===== config.mk =====
export PLATFORM = sky130hd
export DESIGN_NAME = frame_reassembly_slot_tracker
export DESIGN_NICKNAME = d
export VERILOG_FILES = /design/src/frs_pkg.sv /design/src/frs_front.sv /design/src/frs_fifo.sv /design/src/frs_back.sv /design/src/frame_reassembly_slot_tracker.sv
export SDC_FILE = /design/constraint.sdc
export NUM_CORES = 2
export LEC_CHECK = 0
export BUFFER_PORTS_ARGS = -buffer_cell sky130_fd_sc_hd__buf_2
export CORE_ASPECT_RATIO = 1.1
export CORE_MARGIN = 1.5
export CORE_UTILIZATION = 55
export CTS_BUF_LIST = sky130_fd_sc_hd__clkbuf_4 sky130_fd_sc_hd__clkbuf_8
export CTS_CLUSTER_SIZE = 24
export DETAILED_ROUTE_END_ITERATION = 16
export PLACE_DENSITY = 0.75
export SYNTH_ARGS = -nofsm -noshare
export SYNTH_HDL_FRONTEND = slang
export SYNTH_SLANG_ARGS = --single-unit

===== constraint.sdc =====
create_clock -name clk -period 25.2 [get_ports clk]
set_input_delay 0 -clock clk [delete_from_list [all_inputs] [get_ports clk]]
set_output_delay 0 -clock clk [all_outputs]
set_load 0.02 [all_outputs]

===== src/frs_pkg.sv =====
// Shared types, constants and helper functions of the frame reassembly slot tracker.
// Depends on nothing; the design and checker files of the block refer to it by scoped names.
`default_nettype none

package frs_pkg;

    localparam int SLOTS       = 5;
    localparam int SLOT_W      = $clog2(SLOTS);
    localparam int FRAME_W     = 32;
    localparam int LINE_W      = 16;
    localparam int SLOT_OUT_W  = 3;
    localparam int DIGIT_W     = 8;
    localparam int NUM_DIGITS  = FRAME_W / DIGIT_W;
    localparam int DIGIT_CNT_W = $clog2(NUM_DIGITS);
    localparam int QDEPTH      = 2;
    localparam int QPTR_W      = (QDEPTH > 1) ? $clog2(QDEPTH) : 1;
    localparam int QCNT_W      = $clog2(QDEPTH + 1);

    typedef logic [SLOT_W-1:0] slot_idx_t;

    typedef struct packed {
        logic [FRAME_W-1:0] frame_number;
        logic [LINE_W-1:0]  line_index;
        logic [LINE_W-1:0]  frame_height;
    } frs_in_t;

    typedef struct packed {
        logic [SLOT_OUT_W-1:0] write_slot;
        logic [LINE_W-1:0]     write_line;
        logic                  opened_slot;
        logic                  overwrote_frame;
        logic                  emit_valid;
        logic [SLOT_OUT_W-1:0] emit_slot;
        logic [FRAME_W-1:0]    emit_frame;
        logic                  emit_gap;
        logic                  drop_valid;
        logic [SLOT_OUT_W-1:0] drop_slot;
        logic [FRAME_W-1:0]    drop_frame;
    } frs_out_t;

    // A classified header: the input fields plus the slot its frame maps to.
    typedef struct packed {
        frs_in_t   hdr;
        slot_idx_t slot;
    } frs_job_t;

    // Slot of frame n-k given the slot of frame n, for k of one to three.
    function automatic slot_idx_t slot_back(slot_idx_t s, logic [1:0] k);
        logic [SLOT_W:0] wide;
        wide = {1'b0, s} + (SLOT_W+1)'(SLOTS) - (SLOT_W+1)'(k);
        if (wide >= (SLOT_W+1)'(SLOTS))
        begin
            wide = wide - (SLOT_W+1)'(SLOTS);
        end
        return SLOT_W'(wide);
    endfunction

endpackage

`default_nettype wire


===== src/frs_front.sv =====
// Front part: accepts line headers and works out frame_number modulo SLOTS one byte a cycle.
// Depends on frs_pkg.
`default_nettype none

module frs_front (
    input  wire logic             clk,
    input  wire logic             rst_n,
    input  wire logic             in_valid,
    output logic                  in_ready,
    input  wire frs_pkg::frs_in_t in_data,
    output logic                  job_valid,
    input  wire logic             job_ready,
    output frs_pkg::frs_job_t     job
);

    // Folds one byte into a running remainder, most significant bit first.
    function automatic frs_pkg::slot_idx_t mod_digit(frs_pkg::slot_idx_t r,
                                                     logic [frs_pkg::DIGIT_W-1:0] d);
        logic [frs_pkg::SLOT_W:0] acc;
        acc = {1'b0, r};
        for (int i = 0; i < frs_pkg::DIGIT_W; i++)
        begin
            acc = {acc[frs_pkg::SLOT_W-1:0], d[frs_pkg::DIGIT_W-1-i]};
            if (acc >= (frs_pkg::SLOT_W+1)'(frs_pkg::SLOTS))
            begin
                acc = acc - (frs_pkg::SLOT_W+1)'(frs_pkg::SLOTS);
            end
        end
        return frs_pkg::SLOT_W'(acc);
    endfunction

    logic                             busy_reg,  busy_next;
    logic [frs_pkg::DIGIT_CNT_W-1:0]  digit_reg, digit_next;
    frs_pkg::slot_idx_t               rem_reg,   rem_next;
    logic [frs_pkg::FRAME_W-1:0]      shift_reg, shift_next;
    frs_pkg::frs_in_t                 hdr_reg,   hdr_next;

    frs_pkg::slot_idx_t rem_step;
    logic               last_digit;
    logic               accept;
    logic               push;

    assign rem_step   = mod_digit(rem_reg, shift_reg[frs_pkg::FRAME_W-1 -: frs_pkg::DIGIT_W]);
    assign last_digit = (digit_reg == frs_pkg::DIGIT_CNT_W'(frs_pkg::NUM_DIGITS - 1));
    assign job_valid  = busy_reg && last_digit;
    assign job.hdr    = hdr_reg;
    assign job.slot   = rem_step;
    assign push       = job_valid && job_ready;
    assign in_ready   = !busy_reg || push;
    assign accept     = in_valid && in_ready;

    always_comb
    begin
        busy_next  = busy_reg;
        digit_next = digit_reg;
        rem_next   = rem_reg;
        shift_next = shift_reg;
        hdr_next   = hdr_reg;
        if (accept)
        begin
            busy_next  = 1'b1;
            digit_next = '0;
            rem_next   = '0;
            shift_next = in_data.frame_number;
            hdr_next   = in_data;
        end
        else if (push)
        begin
            busy_next = 1'b0;
        end
        else if (busy_reg && !last_digit)
        begin
            digit_next = digit_reg + 1'b1;
            rem_next   = rem_step;
            shift_next = shift_reg << frs_pkg::DIGIT_W;
        end
    end

    always_ff @(posedge clk or negedge rst_n)
    begin
        if (!rst_n)
        begin
            busy_reg  <= 1'b0;
            digit_reg <= '0;
        end
        else
        begin
            busy_reg  <= busy_next;
            digit_reg <= digit_next;
        end
    end

    always_ff @(posedge clk)
    begin
        rem_reg   <= rem_next;
        shift_reg <= shift_next;
        hdr_reg   <= hdr_next;
    end

endmodule

`default_nettype wire


===== src/frs_fifo.sv =====
// Short queue of classified headers between the front and back parts.
// Depends on frs_pkg.
`default_nettype none

module frs_fifo (
    input  wire logic              clk,
    input  wire logic              rst_n,
    input  wire logic              push_valid,
    output logic                   push_ready,
    input  wire frs_pkg::frs_job_t push_data,
    output logic                   pop_valid,
    input  wire logic              pop_ready,
    output frs_pkg::frs_job_t      pop_data
);

    frs_pkg::frs_job_t           entry_reg [frs_pkg::QDEPTH];
    logic [frs_pkg::QPTR_W-1:0]  wr_ptr_reg, wr_ptr_next;
    logic [frs_pkg::QPTR_W-1:0]  rd_ptr_reg, rd_ptr_next;
    logic [frs_pkg::QCNT_W-1:0]  count_reg,  count_next;

    logic do_push;
    logic do_pop;

    assign push_ready = (count_reg != frs_pkg::QCNT_W'(frs_pkg::QDEPTH));
    assign pop_valid  = (count_reg != '0);
    assign pop_data   = entry_reg[rd_ptr_reg];
    assign do_push    = push_valid && push_ready;
    assign do_pop     = pop_valid && pop_ready;

    always_comb
    begin
        wr_ptr_next = wr_ptr_reg;
        rd_ptr_next = rd_ptr_reg;
        count_next  = count_reg;
        if (do_push)
        begin
            wr_ptr_next = (wr_ptr_reg == frs_pkg::QPTR_W'(frs_pkg::QDEPTH - 1)) ? '0
                                                                             : wr_ptr_reg + 1'b1;
        end
        if (do_pop)
        begin
            rd_ptr_next = (rd_ptr_reg == frs_pkg::QPTR_W'(frs_pkg::QDEPTH - 1)) ? '0
                                                                             : rd_ptr_reg + 1'b1;
        end
        if (do_push && !do_pop)
        begin
            count_next = count_reg + 1'b1;
        end
        else if (do_pop && !do_push)
        begin
            count_next = count_reg - 1'b1;
        end
    end

    always_ff @(posedge clk or negedge rst_n)
    begin
        if (!rst_n)
        begin
            wr_ptr_reg <= '0;
            rd_ptr_reg <= '0;
            count_reg  <= '0;
        end
        else
        begin
            wr_ptr_reg <= wr_ptr_next;
            rd_ptr_reg <= rd_ptr_next;
            count_reg  <= count_next;
        end
    end

    always_ff @(posedge clk)
    begin
        if (do_push)
        begin
            entry_reg[wr_ptr_reg] <= push_data;
        end
    end

endmodule

`default_nettype wire


===== src/frs_back.sv =====
// Back part: slot table, release rules and the result register.
// Depends on frs_pkg.
`default_nettype none

module frs_back (
    input  wire logic              clk,
    input  wire logic              rst_n,
    input  wire logic              job_valid,
    output logic                   job_ready,
    input  wire frs_pkg::frs_job_t job,
    output logic                   out_valid,
    input  wire logic              out_ready,
    output frs_pkg::frs_out_t      out_data
);

    typedef enum logic [1:0] {
        ST_IDLE,
        ST_UPD,
        ST_DEC
    } state_t;

    typedef struct packed {
        logic [frs_pkg::FRAME_W-1:0] frame;
        logic [frs_pkg::LINE_W-1:0]  lines;
        logic [frs_pkg::LINE_W-1:0]  height;
    } slot_entry_t;

    state_t                       state_reg,     state_next;
    frs_pkg::frs_job_t            job_reg,       job_next;
    logic [frs_pkg::SLOTS-1:0]    valid_reg,     valid_next;
    logic [frs_pkg::FRAME_W-1:0]  last_sent_reg, last_sent_next;
    logic                         opened_reg,    opened_next;
    logic                         overwrote_reg, overwrote_next;
    logic                         full_reg,      full_next;
    logic                         out_valid_reg, out_valid_next;
    frs_pkg::frs_out_t            out_reg,       out_next;

    // Slot memory: frame number, line count and height of each slot.
    slot_entry_t        slot_mem [frs_pkg::SLOTS];
    slot_entry_t        rd_a_reg;
    slot_entry_t        rd_b_reg;
    frs_pkg::slot_idx_t rd_a_addr;
    frs_pkg::slot_idx_t rd_b_addr;
    logic               mem_we;
    slot_entry_t        upd_entry;

    logic [frs_pkg::FRAME_W-1:0] n;
    logic [frs_pkg::FRAME_W-1:0] p1, p2, p3;
    frs_pkg::slot_idx_t          idx, i1, i2, i3;
    logic                        hold_cur;
    logic                        full_now;
    logic                        m1, m2, m3, v1, v2;
    logic                        full1, full2, full3;
    logic                        dec_go;
    logic                        emit, drop;
    frs_pkg::slot_idx_t          emit_slot, drop_slot;
    logic [frs_pkg::FRAME_W-1:0] emit_frame, drop_frame;

    assign n   = job_reg.hdr.frame_number;
    assign idx = job_reg.slot;
    assign p1  = n - frs_pkg::FRAME_W'(1);
    assign p2  = n - frs_pkg::FRAME_W'(2);
    assign p3  = n - frs_pkg::FRAME_W'(3);
    assign i1  = frs_pkg::slot_back(idx, 2'd1);
    assign i2  = frs_pkg::slot_back(idx, 2'd2);
    assign i3  = frs_pkg::slot_back(idx, 2'd3);

    assign job_ready = (state_reg == ST_IDLE);
    assign out_valid = out_valid_reg;
    assign out_data  = out_reg;

    // Opening or counting in the current slot.
    assign hold_cur         = valid_reg[idx] && (rd_a_reg.frame == n);
    assign upd_entry.frame  = n;
    assign upd_entry.height = hold_cur ? rd_a_reg.height : job_reg.hdr.frame_height;
    assign upd_entry.lines  = (hold_cur ? rd_a_reg.lines : '0) + 1'b1;
    assign full_now         = (upd_entry.lines == upd_entry.height);
    assign mem_we           = (state_reg == ST_UPD);

    // Port A fetches the current slot, then the slot of n-2. Port B fetches the slot of n-1
    // when the current frame has just filled, otherwise the slot of n-3. While the decision
    // waits on the output, the registered fill flag keeps port B on the same slot.
    assign rd_a_addr = (state_reg == ST_IDLE) ? job.slot : i2;
    assign rd_b_addr = (((state_reg == ST_UPD) ? full_now : full_reg)) ? i1 : i3;

    always_ff @(posedge clk)
    begin
        if (mem_we)
        begin
            slot_mem[idx] <= upd_entry;
        end
        rd_a_reg <= slot_mem[rd_a_addr];
        rd_b_reg <= slot_mem[rd_b_addr];
    end

    // Matches against the older frames. With three slots the slot of n-3 is the current one,
    // which now holds frame n and so never matches.
    assign v2    = valid_reg[i2];
    assign m2    = v2 && (rd_a_reg.frame == p2);
    assign full2 = (rd_a_reg.lines == rd_a_reg.height);
    assign v1    = valid_reg[i1];
    assign m1    = v1 && (rd_b_reg.frame == p1);
    assign full1 = (rd_b_reg.lines == rd_b_reg.height);
    assign m3    = valid_reg[i3] && (rd_b_reg.frame == p3) && (i3 != idx);
    assign full3 = full1;

    always_comb
    begin
        emit       = 1'b0;
        drop       = 1'b0;
        emit_slot  = '0;
        drop_slot  = '0;
        emit_frame = '0;
        drop_frame = '0;
        if (full_reg && (n >= frs_pkg::FRAME_W'(2)))
        begin
            if (!v2 || (m2 && !full2))
            begin
                if (m2)
                begin
                    drop       = 1'b1;
                    drop_slot  = i2;
                    drop_frame = p2;
                end
                if (m1 && full1)
                begin
                    emit       = 1'b1;
                    emit_slot  = i1;
                    emit_frame = p1;
                end
                else if (!v1)
                begin
                    emit       = 1'b1;
                    emit_slot  = idx;
                    emit_frame = n;
                end
            end
            else if (m2 && full2)
            begin
                emit       = 1'b1;
                emit_slot  = i2;
                emit_frame = p2;
            end
        end
        else if ((n >= frs_pkg::FRAME_W'(3)) && m3)
        begin
            if (full3)
            begin
                emit       = 1'b1;
                emit_slot  = i3;
                emit_frame = p3;
            end
            else
            begin
                drop       = 1'b1;
                drop_slot  = i3;
                drop_frame = p3;
            end
        end
    end

    assign dec_go = (state_reg == ST_DEC) && (!out_valid_reg || out_ready);

    always_comb
    begin
        state_next     = state_reg;
        job_next       = job_reg;
        valid_next     = valid_reg;
        last_sent_next = last_sent_reg;
        opened_next    = opened_reg;
        overwrote_next = overwrote_reg;
        full_next      = full_reg;
        out_next       = out_reg;
        out_valid_next = out_valid_reg && !out_ready;
        unique case (state_reg)
            ST_IDLE:
            begin
                if (job_valid)
                begin
                    job_next   = job;
                    state_next = ST_UPD;
                end
            end
            ST_UPD:
            begin
                opened_next     = !hold_cur;
                overwrote_next  = !hold_cur && valid_reg[idx];
                full_next       = full_now;
                valid_next[idx] = 1'b1;
                state_next      = ST_DEC;
            end
            ST_DEC:
            begin
                if (dec_go)
                begin
                    if (drop)
                    begin
                        valid_next[drop_slot] = 1'b0;
                    end
                    if (emit)
                    begin
                        valid_next[emit_slot] = 1'b0;
                        last_sent_next        = emit_frame;
                    end
                    out_next.write_slot      = frs_pkg::SLOT_OUT_W'(idx);
                    out_next.write_line      = job_reg.hdr.line_index;
                    out_next.opened_slot     = opened_reg;
                    out_next.overwrote_frame = overwrote_reg;
                    out_next.emit_valid      = emit;
                    out_next.emit_slot       = frs_pkg::SLOT_OUT_W'(emit_slot);
                    out_next.emit_frame      = emit_frame;
                    out_next.emit_gap        = emit &&
                                               (emit_frame != last_sent_reg + 1'b1);
                    out_next.drop_valid      = drop;
                    out_next.drop_slot       = frs_pkg::SLOT_OUT_W'(drop_slot);
                    out_next.drop_frame      = drop_frame;
                    out_valid_next           = 1'b1;
                    state_next               = ST_IDLE;
                end
            end
            default:
            begin
                state_next = ST_IDLE;
            end
        endcase
    end

    always_ff @(posedge clk or negedge rst_n)
    begin
        if (!rst_n)
        begin
            state_reg     <= ST_IDLE;
            job_reg       <= '0;
            valid_reg     <= '0;
            last_sent_reg <= '1;
            opened_reg    <= 1'b0;
            overwrote_reg <= 1'b0;
            full_reg      <= 1'b0;
            out_valid_reg <= 1'b0;
            out_reg       <= '0;
        end
        else
        begin
            state_reg     <= state_next;
            job_reg       <= job_next;
            valid_reg     <= valid_next;
            last_sent_reg <= last_sent_next;
            opened_reg    <= opened_next;
            overwrote_reg <= overwrote_next;
            full_reg      <= full_next;
            out_valid_reg <= out_valid_next;
            out_reg       <= out_next;
        end
    end

endmodule

`default_nettype wire


===== src/frame_reassembly_slot_tracker.sv =====
// Top level of the frame reassembly slot tracker: front, queue and back part joined.
// Depends on frs_pkg, frs_front, frs_fifo and frs_back.
//
//   Channel   Direction   Handshake            Word
//   in        input       in_valid/in_ready    frs_pkg::frs_in_t  (one line header)
//   out       output      out_valid/out_ready  frs_pkg::frs_out_t (one result per header)
//
// The front part reduces the 32-bit frame number modulo the slot count, one byte a cycle,
// and can take a new header as it hands the last one on. The back part handles each word
// as a slot read, a slot update and a release decision, and takes no new word until that
// decision is sent. Reset is asynchronous and active low; it empties every slot and
// needs no clearing pass. A stalled output holds its result while the queue and front
// part keep taking words until the queue is full.
`default_nettype none

module frame_reassembly_slot_tracker (
    input  wire logic             clk,
    input  wire logic             rst_n,
    input  wire logic             in_valid,
    output logic                  in_ready,
    input  wire frs_pkg::frs_in_t in_data,
    output logic                  out_valid,
    input  wire logic             out_ready,
    output frs_pkg::frs_out_t     out_data
);

    // Classified headers travel from the front part into the queue ...
    logic              front_valid;
    logic              front_ready;
    frs_pkg::frs_job_t front_job;

    // ... and from the queue into the back part.
    logic              back_valid;
    logic              back_ready;
    frs_pkg::frs_job_t back_job;

    // The front part works out which slot the frame number maps to.
    frs_front u_front (
        .clk       (clk),
        .rst_n     (rst_n),
        .in_valid  (in_valid),
        .in_ready  (in_ready),
        .in_data   (in_data),
        .job_valid (front_valid),
        .job_ready (front_ready),
        .job       (front_job)
    );

    // A short queue lets the front part carry on while the back part waits on the output.
    frs_fifo u_fifo (
        .clk        (clk),
        .rst_n      (rst_n),
        .push_valid (front_valid),
        .push_ready (front_ready),
        .push_data  (front_job),
        .pop_valid  (back_valid),
        .pop_ready  (back_ready),
        .pop_data   (back_job)
    );

    // The back part owns the slot table, applies the release rules and holds the result.
    frs_back u_back (
        .clk       (clk),
        .rst_n     (rst_n),
        .job_valid (back_valid),
        .job_ready (back_ready),
        .job       (back_job),
        .out_valid (out_valid),
        .out_ready (out_ready),
        .out_data  (out_data)
    );

endmodule

`default_nettype wire


**Word level (Yosys, flattened, before mapping)**

Memory sizes are Yosys's and may differ from the RTL's. A register that Yosys moved wholly into a read port is not among the register bits.
Index checks and enable logic that the tools add are counted.

- Add/sub/neg operators: 25
- Order comparisons: 22
- Equal/unequal tests: 16
- Mux-type cells: 93
- Bitwise logic cells: 6
- Reduce and logical (&&, ||, !) cells: 49

Operators with widths:

| operator | number |
|---|---|
| $mux 32 | 15 |
| $eq 32x32->1 | 4 |
| $mux 3 | 25 |
| $ge 32x2->1 const B | 2 |
| $sub 32x2->32 const B | 2 |
| $eq 16x16->1 | 3 |
| $ge 4x3->1 const B | 11 |
| $sub 3x3->3 const B | 11 |
| $add 32x1->32 const B | 1 |
| $mux 16 | 2 |
| $ne 32x32->1 | 1 |
| $sub 32x1->32 const B | 1 |
| $mux 1 | 30 |
| $mux 5 | 5 |
| $logic_and 1x1->1 | 24 |
| $lt 3x4->1 const B | 6 |
| $add 16x1->16 const B | 1 |
| $mux 2 | 7 |
| $bmux 1 s3 | 4 |
| $reduce_and 2->1 | 6 |
| $and 5x5->5 | 2 |
| $not 5->5 | 2 |
| $pmux 5 s2 | 1 |
| $reduce_bool 2->1 | 5 |
| 20 further kinds | 40 |

- Register bits: 310
- Memory bits (writable): 454
- Memories: 2

Memory list:

| memory | words | width | read ports | clocked after memory_dff | write ports | RTL line | text |
|---|---|---|---|---|---|---|---|
| u_back.slot_mem | 5 | 64 | 2 | 2 | 1 | frs_back.sv:39 | `slot_entry_t slot_mem [frs_pkg::SLOTS];` |
| u_fifo.entry_reg | 2 | 67 | 1 | 0 | 1 | frs_fifo.sv:16 | `frs_pkg::frs_job_t entry_reg [frs_pkg::QDEPTH];` |

**Logic depth before layout (Yosys ltp)**

- Depth after elaboration: 24
- Mapped depth: 44
- Mapped depth without buffers: 44

**Hierarchy**

From an unflattened synthesis, not the netlist that was laid out.

- Cell total of the unflattened synthesis: 3745
- Area total of the unflattened synthesis: 44860.5 µm²

By module, submodules not included:

| module | times used | cells an instance | area each (µm²) |
|---|---|---|---|
| frs_back | 1 | 3191 | 35288.8 |
| frs_fifo | 1 | 227 | 5119.9 |
| frs_front | 1 | 327 | 4451.8 |

**Worst setup path before layout**

No wires, ideal clock.

- Path kind: reg2reg
- Start point: reg u_front.shift_reg[31] in the netlist's numbering
- End point: reg u_front.rem_reg[1]
- Library setup time: 0.059 ns
- Arrival time: 8.084 ns
- Setup slack: 17.057 ns
- Stages on the path, launching flop included: 41
- Period minus slack after synthesis: 8.143 ns
- Path through: edfxtp_1 -> inv_1 -> ha_1 -> nand2b_1 -> a21oi_1 -> xnor2_1 -> ha_1 -> nand2b_1 -> o2111ai_1 -> o311ai_0 -> ha_1 -> nor2b_1 -> a211oi_1 -> a21oi_1 -> o21a_1 -> nor2_1 -> xnor2_1 -> ha_1 -> [... 5 more ...] -> o311ai_0 -> nand2_1 -> xnor2_1 -> ha_1 -> nand2b_1 -> o21ai_0 -> a21oi_1 -> or2_2 -> ha_1 -> nor2b_1 -> or4_1 -> nand3_1 -> xnor2_1 -> ha_1 -> nand2b_1 -> a311oi_2 -> mux2i_1 -> a22o_1

RTL lines:

| element | RTL line | text |
|---|---|---|
| start: declaration | frs_front.sv:35 | `logic [frs_pkg::FRAME_W-1:0] shift_reg, shift_next;` |
| start signal: assignment | frs_front.sv:96 | `shift_reg <= shift_next;` |
| end signal: assignment | frs_front.sv:95 | `rem_reg <= rem_next;` |
| end: declaration | frs_front.sv:34 | `frs_pkg::slot_idx_t rem_reg, rem_next;` |

==> out/metrics.sh <==
CRITICAL_PATH.ENDPOINT_TYPE='flop'
CRIT_PATH_START='u_front.shift_reg[31]'
DIE_OUTLINE_AREA_UM2=81800
FP-ROW-COUNT=108
TIMING.HOLD.WORST.CLASS='primary input to flop'
NETLIST_INSTANCES=3723
HEIGHT_OF_THE_DIE_UM=300
FLOORPLAN.CORE_AREA_UM2=79100
TIMING.CRITICAL_PATH.SLOWEST_CELL_DELAY_NS=0.48
SLEW_HEADROOM_PCT=12.3
SYNTH-ASYNC-RESET-RATIO_PCT=23.7
TIMING.FINAL.CRIT_PERIOD_NS=9.67
FINAL.SETUP.TNS_NS=0
POST-ROUTE-PERIOD-UTIL_PCT=38.4
SYNTH_LARGEST_AREA_CELL='edfxtp_1'
FIN_NETS=4123
GRT.OVERFLOW.TOTAL=0
CLOCK_TREE.BUFFER_DEPTH=3
FINAL-SEQ-AREA_UM2=24500
SYNTH_SEQ_CELLS=892
COMBINED_AREA_OF_THE_MULTI_INPUT_LOGIC_CELLS_UM2=18600
CRITICAL_PATH.REG2REG.ENDPOINT='u_front.rem_reg[1]'
CTS_TREE='yes'
WORST_SETUP_PATH_ENDPOINT='u_front.rem_reg[1]'
AVGVIACOUNTPERCELL=6.40
SYNTH_ENABLE_FLOP_CELLS=550
TIMING.FINAL.HOLD_VIOLATIONS=0
CRIT_PATH_START_KIND='flop'
INITIAL_CORE_UTIL_PCT=55.7
CLOCK_ROOT_BUFFER_MASTER='clkbuf_8'
CRITPATHREQUIREDTIME_NS=25.92
FLOORPLAN.DIE.WIDTH_UM=273
ANTENNA_FOUND_INITIAL=8
DRIVE_GT1_SHARE_PCT=20.6
CLKLATENCYLATEPIN_NS=0.82
SYNTHESIS.AREA_UM2=44100
YS.WARNINGS.COUNT=0
DETAILEDROUTE.FIRSTITERATIONVIOLATIONS=4124
CTS_RESIZED=0
CTS_HOLD_FIX_BUFS=141
YOSYSSEQAREASHARE_PCT=55.5
CRITICAL_PATH_CLASS='flop to flop'
PLACED_CELL_AREA_UM2=46100
CPMOSTUSEDCELL='ha_1'
WORST-ENDPOINT-ARRIVAL_NS=10.39
FIN_CLK_SKEW_NS=0.0551
WORST_PATH_CLK_SLEW_NS=0.07
YS.FLOP_TYPE='edfxtp_1'
TIMING_MAX_TRANSITION_VIOLATIONS_FINAL=0
POSTROUTEWIRELENGTH_UM=134000
CTS.HTREE.LEVELS=4
PLACED_WIRE_LENGTH_ESTIMATE_UM=89400
SYNTHDOMINANTCELLAREASHARE_PCT=37.5
CLOCK_SINKS=892
LARGEST_REG_FLOPS=320
WORSTREG2REGSTART='u_front.shift_reg[31]'
WORSTMARGINPINSLEW_NS=1.30
ROUTER_ITERATIONS_BEFORE_ANTENNA_REPAIR=8
PIN_COUNT=164
GRT_PASS1_WL_UM=200000
HOLD_PATH_DEPTH=3
SYN_TO_FINAL_GROWTH_PCT=14.4
SYNTH_NETS=3824
REG2REG_SETUP_SLACK_NS=15.53
GRTUSAGETOTAL_PCT=32.6
WORSTREGTOREGCELLS=41
FMAX_GHz=0.103
PLACE.GP.CONGESTION=1.08
CTS_BUFFERS=140
POSTCTSSETUPBUFFERS=0
YS_TYPES=105
RUN_STATUS='completed'
CPMAXSTAGEDELAYCELL='edfxtp_1'
FILLERINSTANCES=6054
AVGROUTEDWIREPERCELL_UM=25.8
MAX_CAP_VIOL_COUNT=0
DR_TOTAL_VIAS=33168
GRT_START_MAX_NET_PINS=178
POSTROUTEANTENNANETS=0
FINAL-SETUP-VIOL-COUNT=0
NUMBER_OF_GLOBAL_ROUTE_VIAS_BEFORE_REPAIR=32516
POSTLAYOUTCELLAREA_UM2=50400
SYNTHTOPCELLSBYAREA='edfxtp_1 37%, dfrtp_1 10%, dfxtp_1 6.0%, mux2_2 4.5%, mux2i_1 3.5%'
WORST-PATH-MAX-FANOUT=6
AVGSYNTHCELLAREA_UM2=11.8
HOLDWS_NS=0.101
IO_BUFFER_COUNT=163
DRCVIOLATIONCOUNT=0
GRT_SETUP_UNREPAIRED='no'
## worst min path at each step
stage	end	from	slack [ns]
floorplan	u_back.full_reg	rst_n	-0.30
finish	u_front.shift_reg[18]	in_data[50]	0.10
detailed placement	u_back.out_data[22]	rst_n	0.08
CTS	u_front.shift_reg[0]	in_data[32]	0.002
global placement	u_back.out_data[39]	rst_n	0.07
global route	u_front.shift_reg[0]	in_data[32]	0.06
## per-layer routing
layer | GRT usage (%) | part of all wire, % | up-vias
met5 | 0 | 0.036 | -
met4 | 15.7 | 4.9 | 6
met3 | 8.80 | 10 | 434
met2 | 49.7 | 45 | 1802
met1 | 43.4 | 40 | 16221
li1 | - | - | 14705
## kinds of logic (layout without fill, tap and decap cells)
kind of cell | count (synthesis) | count (layout) | share of synthesized area [%]
AO/OA/AOI/OAI | 747 | 747 | 11.3
XOR/XNOR | 248 | 248 | 4.93
adder cells (fa/ha/maj) | 33 | 33 | 0.937
buffers and inverters | 283 | 699 | 2.57
flip-flops | 892 | 892 | 55.5
multiplexers | 399 | 399 | 11.4
other | 0 | 1 | 0
AND/OR/NAND/NOR | 1121 | 1121 | 13.3
## cell usage after synthesis (25+ instances only)
| master | n |
|---|---|
| edfxtp_1 | 550 |
| nand2_1 | 372 |
| o21ai_0 | 184 |
| dfrtp_1 | 179 |
| mux2_2 | 177 |
| clkbuf_1 | 158 |
| mux2i_1 | 156 |
| nor2_1 | 150 |
| xnor2_1 | 145 |
| a21oi_1 | 144 |
| dfxtp_1 | 131 |
| xor2_1 | 103 |
| a211oi_1 | 89 |
| nand3_1 | 81 |
| nor2b_1 | 81 |
| nor3_1 | 77 |
| nor4_1 | 69 |
| mux4_2 | 65 |
| nand4_1 | 61 |
| inv_1 | 49 |
| a21o_1 | 44 |
| and3_1 | 37 |
| buf_1 | 37 |
| ha_1 | 33 |
| buf_2 | 32 |
| dfstp_2 | 32 |
| or4_1 | 30 |
| and2_1 | 27 |
| o211ai_1 | 27 |
| nand2b_1 | 26 |
| a31oi_1 | 25 |
| o22ai_1 | 25 |
## area by class of cell
class,instances,area share (%)
multi-input cells,2548,37.0
well taps,1045,2.59
flip-flops and latches,892,48.5
diodes,1,0.00497
inverters,51,0.385
repair buffers,389,5.76
clock buffers,199,4.84
clock inverters,60,0.886
## critical path, delay by kind of cell, from the launching register on
family,cells,cell delay (ns)
AOI/OAI and AO/OA,11,2.68
muxes,2,0.41
adders and majority gates,8,2.28
xor gates and xnor gates,5,1.37
DFF,1,0.48
and+or+nand+nor,14,2.26
buffers and inverters,1,0.14
## placed cells by master, fill, tap and decap left out, types with 49 or more instances in the layout
| cell type | n |
|---|---|
| nand4_1 | 61 |
| dlygate4sd3_1 | 140 |
| mux2_2 | 177 |
| a211oi_1 | 89 |
| nor3_1 | 75 |
| nand2_1 | 371 |
| mux4_2 | 65 |
| dfxtp_1 | 131 |
| nor4_1 | 59 |
| edfxtp_1 | 550 |
| buf_4 | 84 |
| inv_1 | 49 |
| o21ai_0 | 184 |
| clkbuf_8 | 151 |
| nand3_1 | 81 |
| xnor2_1 | 145 |
| nor2_1 | 149 |
| dfrtp_1 | 178 |
| xor2_1 | 103 |
| buf_2 | 162 |
| mux2i_1 | 150 |
| a21oi_1 | 144 |
| nor2b_1 | 81 |
## per-stage QoR
| step | utilization, % | instances | worst slack [ns] |
|---|---|---|---|
| 2_1_floorplan | - | 3723 | 17.06 |
| 6_report | 63.8 | 5185 | 15.53 |
| 3_3_place_gp | 58.3 | 4784 | 16.34 |
| 5_1_grt | 63.8 | 5185 | 14.57 |
| 4_1_cts | 63.7 | 5184 | 15.85 |
| 3_5_place_dp | 58.3 | 4784 | 15.90 |
Power is not shown: default switching activity piles up to over one toggle a cycle in this logic, so the estimate is an artifact.
